`config.mk`:
```
export PLATFORM = sky130hd
export DESIGN_NAME = jcta_front
export DESIGN_NICKNAME = d
export VERILOG_FILES = /design/src/sv/jcta_pkg.sv /design/src/sv/jcta_front.sv
export VERILOG_INCLUDE_DIRS = /design/src /design/src/sv
export SDC_FILE = /design/constraint.sdc
export NUM_CORES = 1
export LEC_CHECK = 0
export BUFFER_PORTS_ARGS = -buffer_cell sky130_fd_sc_hd__buf_2
export CORE_MARGIN = 2
export CORE_UTILIZATION = 42
export DETAILED_ROUTE_END_ITERATION = 6
export PLACE_DENSITY = 0.66
export SYNTH_ARGS = -nofsm -noshare
export SYNTH_HDL_FRONTEND = slang
export SYNTH_SLANG_ARGS = --single-unit
```
`constraint.sdc`:
```
create_clock -name clk -period 6.1 [get_ports clk]
set_clock_uncertainty 0.15 [all_clocks]
set_input_delay 0.61 -clock clk [delete_from_list [all_inputs] [get_ports clk]]
set_output_delay 0.61 -clock clk [all_outputs]
set_load 0.1 [all_outputs]
```
`src/sv/joint_chain_tilt_angles_assert.svh`:
```
// Assertion macros for the joint chain tilt block
`ifndef JOINT_CHAIN_TILT_ANGLES_ASSERT_SVH
`define JOINT_CHAIN_TILT_ANGLES_ASSERT_SVH
// implication that must hold at every clock edge outside reset
`define JCT_ASSERT_IMP(lbl, pre, post) \
  lbl: assert property (@(posedge clk) disable iff (!rst_n) (pre) |-> (post)) \
    else $error("assertion failed");
// implication checked on the cycle after the trigger
`define JCT_ASSERT_NXT(lbl, pre, post) \
  lbl: assert property (@(posedge clk) disable iff (!rst_n) (pre) |=> (post)) \
    else $error("assertion failed");
`endif

```
`src/sv/jcta_pkg.sv`:
```
// Package: payload types, constants and the CORDIC angle table
package jcta_pkg;
  typedef struct packed {
    logic signed [15:0] joint_angle;
    logic signed [15:0] twist_angle;
    logic signed [15:0] axis_x;
    logic signed [15:0] axis_y;
    logic signed [15:0] axis_z;
    logic               last_joint;
  } in_item_t;

  typedef struct packed {
    logic [14:0] tilt_angle;
    logic        last_out;
  } out_item_t;

  localparam int QDEPTH = 2;
  localparam logic signed [17:0] ONE_Q14 = 18'sd16384;
  localparam logic signed [17:0] ENTRY_MAX = 18'sd131071;
  localparam logic signed [17:0] ENTRY_MIN = -18'sd131072;
  localparam logic signed [15:0] PI_Q13 = 16'sd25736;
  localparam logic signed [15:0] HALF_PI_Q13 = 16'sd12868;
  localparam logic signed [19:0] HALF_PI_Q16 = 20'sd102944;
  localparam logic signed [19:0] CORDIC_GAIN = 20'sd39797;

  typedef enum logic [3:0] {
    ST_IDLE, ST_SC_TH, ST_SC_AL, ST_PROD, ST_MAT, ST_GZ, ST_SQRT, ST_ACOS, ST_OUT
  } be_state_t;

  // front-end classification carried through the queue
  typedef struct packed {
    in_item_t item;
    logic     chain_end;
  } job_t;

  function automatic logic signed [19:0] atan_q16(input logic [3:0] i);
    unique case (i)
      4'd0: atan_q16 = 20'sd51472;  4'd1: atan_q16 = 20'sd30386;
      4'd2: atan_q16 = 20'sd16055;  4'd3: atan_q16 = 20'sd8150;
      4'd4: atan_q16 = 20'sd4091;   4'd5: atan_q16 = 20'sd2047;
      4'd6: atan_q16 = 20'sd1024;   4'd7: atan_q16 = 20'sd512;
      4'd8: atan_q16 = 20'sd256;    4'd9: atan_q16 = 20'sd128;
      4'd10: atan_q16 = 20'sd64;    4'd11: atan_q16 = 20'sd32;
      4'd12: atan_q16 = 20'sd16;    4'd13: atan_q16 = 20'sd8;
      4'd14: atan_q16 = 20'sd4;     default: atan_q16 = 20'sd2;
    endcase
  endfunction
endpackage

```
`src/sv/jcta_front.sv`:
```
// Front end: accepts joints, counts the chain and marks its end
module jcta_front #(
  parameter int MAX_JOINTS = 6
) (
  input  logic              clk,
  input  logic              rst_n,
  input  logic              in_valid,
  output logic              in_ready,
  input  jcta_pkg::in_item_t in_data,
  output logic              q_valid,
  input  logic              q_ready,
  output jcta_pkg::job_t    q_data
);
  logic [3:0] joint_count_r, joint_count_nxt;
  jcta_pkg::job_t buf_r [jcta_pkg::QDEPTH];
  logic [0:0] wp_r, rp_r;
  logic [1:0] cnt_r;
  logic push, pop, end_now;
  logic [3:0] cnt_inc;

  assign in_ready = (cnt_r != 2'(jcta_pkg::QDEPTH));
  assign push = in_valid && in_ready;
  assign q_valid = (cnt_r != 2'd0);
  assign pop = q_valid && q_ready;
  assign q_data = buf_r[rp_r];
  assign cnt_inc = joint_count_r + 4'd1;
  assign end_now = in_data.last_joint || (cnt_inc >= 4'(MAX_JOINTS));
  assign joint_count_nxt = push ? (end_now ? 4'd0 : cnt_inc) : joint_count_r;

  always_ff @(posedge clk) begin
    if (!rst_n) begin
      joint_count_r <= 4'd0;
      wp_r <= 1'b0;
      rp_r <= 1'b0;
      cnt_r <= 2'd0;
    end else begin
      joint_count_r <= joint_count_nxt;
      if (push) wp_r <= wp_r + 1'b1;
      if (pop) rp_r <= rp_r + 1'b1;
      cnt_r <= cnt_r + 2'(push) - 2'(pop);
    end
  end

  always_ff @(posedge clk) begin
    if (push) buf_r[wp_r] <= '{item: in_data, chain_end: end_now};
  end

`include "joint_chain_tilt_angles_assert.svh"
  `JCT_ASSERT_IMP(a_cnt_bound, 1'b1, cnt_r <= 2'(jcta_pkg::QDEPTH))
  `JCT_ASSERT_IMP(a_jc_bound, 1'b1, joint_count_r < 4'(MAX_JOINTS))
  `JCT_ASSERT_NXT(a_end_clear, push && end_now, joint_count_r == 4'd0)
endmodule

```
==> results by group <==
Worst setup path
  • Worst Setup EP: q_data[77]
  • Reg2reg end: buf_r[1][28]
  • Worst setup SP type: flop
  • R2R cell count: 4
  • Flop2flop setup slack: 3260 ps
  • Crit path kind: flop to output port
  • Worst Setup End Kind: output port
  • Crit path DAT: 2290 ps
  • CP Max Fanout: 82
  • CP Data Required Time: 5340 ps
  • Reg-to-reg startpoint: cnt_r[0]

Timing
  • Slew headroom: 26.7%
  • Setup TNS: 0 ps
  • Tcrit/Tclk final: 50.0%
  • Max Clk Rate: 328 MHz
  • Max Slew Vio Count: 0
  • RSZ-0062 raised after global routing: false
  • Worst-Margin Slew: 1100 ps
  • Final hold vios: 0
  • Setup-failing EPs final: 0
  • Min Tclk post-route: 3050 ps

Worst hold path
  • Min-Delay Path Class: primary input to flop

GRT
  • Initial antenna violation count: 2
  • Largest net degree at the start of global routing: 83
  • First-pass GRT wire length: 16.8 mm
  • Grt total ovfl: 0
  • Tot GR Track Use: 13.7%
  • Vias in the first global route: 3417

Placement
  • Cell Area, Placed: 7420 um2
  • Final RePlAce weighted congestion: 0.685
  • DPL Wire Length: 7.13 mm
  • Port bufs: 168

Pwr
  • Power density cells: 544 nW/um2
  • LEAKAGE: 2.98 nW
  • Worst VDD drop: 0.000354 V

Final layout
  • Ratio of cells with drive above 1 in the final layout: 57.6%
  • Commonest non-fill, non-tap cells in the layout: buf_2, edfxtp_1, mux2_2
  • Fin nets: 574
  • Commonest non-fill, non-tap cell in the layout: buf_2
  • Design area: 7980 um2
  • Layout area overhead: 25.5%

Clock network
  • Clk sinks: 173
  • Root Driver: clkbuf_16
  • Cts bufs inserted: 17
  • Post-cts resize count: 0
  • Post-CTS Repair Setup Buffers: 0
  • Hold bufs inserted after CTS: 0
  • Htree depth: 4
  • CTS tree: yes
  • Clk buf depth: 2
  • Worst-skew pair later-pin latency: 420 ps
  • Clock slew at reported path FFs: 60 ps

Routing
  • Pre-antenna DRT Iters: 4
  • Routed vias: 3308
  • DR DRC count: 0
  • Final WL: 11.2 mm
  • Antenna viol nets, final: 0
  • Initial DRC Count: 241
  • Via density: 4.84
  • Wire length per cell: 16.4 um

Synthesis
  • Sequential area share after synthesis: 80.3%
  • Synth cell types: 27
  • Yosys reg bits: 173
  • Post-Syn Instances: 305
  • Synthesized area per cell: 20.9 um2
  • Synth Cell Area: 6360 um2
  • Synth Warn #: 0
  • Synthesized Nets: 394

Floorplan
  • Chip Height: 127 um
  • Core area: 14600 um2
  • Num rows: 44
  • Die Area: 16100 um2
  • Initial Util: 43.4%
  • Ports: 169
  • Width of the die: 127 um

Run status
  • Status: complete, no violations

Run
  • Max cap viols: 0
## registers in the layout (all words and copies together) (netlist names), named ones only
| signal | flops |
|---|---|
| buf_r | 164 |
| joint_count_r | 4 |
| rp_r | 1 |
| wp_r | 1 |
| cnt_r | 2 |
## critical path: stages (launching register included)
cell and delay, ps:
dfxtp_4 1090, mux2_2 330, buf_2 430
## synth_stat cells
library cell	instances	area [um2]
or3b_1	1	8.76
a31oi_1	1	6.26
inv_1	5	18.8
or4b_1	1	10.0
nand4bb_1	1	11.3
edfxtp_1	164	4920
a221oi_2	1	15.0
nand2b_1	2	12.5
and2_1	3	18.8
a31o_1	1	8.76
ha_1	4	50.1
mux2_2	82	923
nor2_1	4	15.0
and3_1	1	6.26
a21oi_1	2	10.0
o21a_1	1	7.51
a21boi_0	1	7.51
dfxtp_1	9	180
nand2_1	4	15.0
nand3b_1	1	7.51
clkbuf_1	1	3.75
xor2_1	1	8.76
nand4_1	1	6.26
a21boi_2	1	11.3
buf_2	8	40.0
or2_2	1	6.26
xnor2_1	3	26.3
## metal layers
layer	wire length, um	track usage [%]	vias up
li1	-	-	1556
met1	4690	16.8	1603
met2	5280	21.9	133
met3	992	5.53	16
met4	218	5.56	0
met5	0	0	-
## through the flow
stage	hold WS, ps	setup WS (ps)	instances	utilization (%)	power, mW
final	226	3050	683	54.5	4.35
after global routing	210	2890	682	54.5	4.50
after CTS	206	2970	682	54.5	4.39
after detailed placement	369	3010	650	50.7	3.38
after global placement	345	3060	650	50.7	3.36
after floorplan	331	400	305	-	3.12
## final cells by class
| class | count | area, um2 |
|---|---|---|
| Inverter | 5 | 18.8 |
| Fill cell | 1202 | 6660 |
| Sequential cell | 173 | 5110 |
| Tap cell | 184 | 230 |
| Multi-Input combinational cell | 118 | 1210 |
| Antenna cell | 1 | 2.50 |
| Clock buffer | 20 | 437 |
| Timing Repair Buffer | 170 | 856 |
| Clock inverter | 12 | 124 |
## cells by family after synthesis
| kind of cell | count (synthesis) | synth area share [%] |
|---|---|---|
| xor+xnor | 4 | 0.551 |
| buf+inv | 14 | 0.984 |
| mux | 82 | 14.5 |
| simple gates | 20 | 1.85 |
| fa+ha+maj | 4 | 0.787 |
| compound gates | 8 | 1.04 |
| flops | 173 | 80.3 |
## worst min-delay path by stage
stage                      startpoint            to  slack, ps  depth (start not counted)
after floorplan                  rp_r          flop        330                          2
after detailed placement         rp_r          flop        370                          2
after CTS                 in_data[64]  buf_r[1][65]        210                          1
final                     in_data[24]  buf_r[1][25]        230                          1
after global placement           rp_r          flop        350                          2
after global routing      in_data[24]  buf_r[0][25]        210                          1
## power breakdown
group,switching (mW),internal (mW),total [mW]
clock,0.415,0.599,1.01
sequential,0.0994,1.47,1.57
combinational,1.44,0.323,1.76
(Power assumes the default switching activity.)
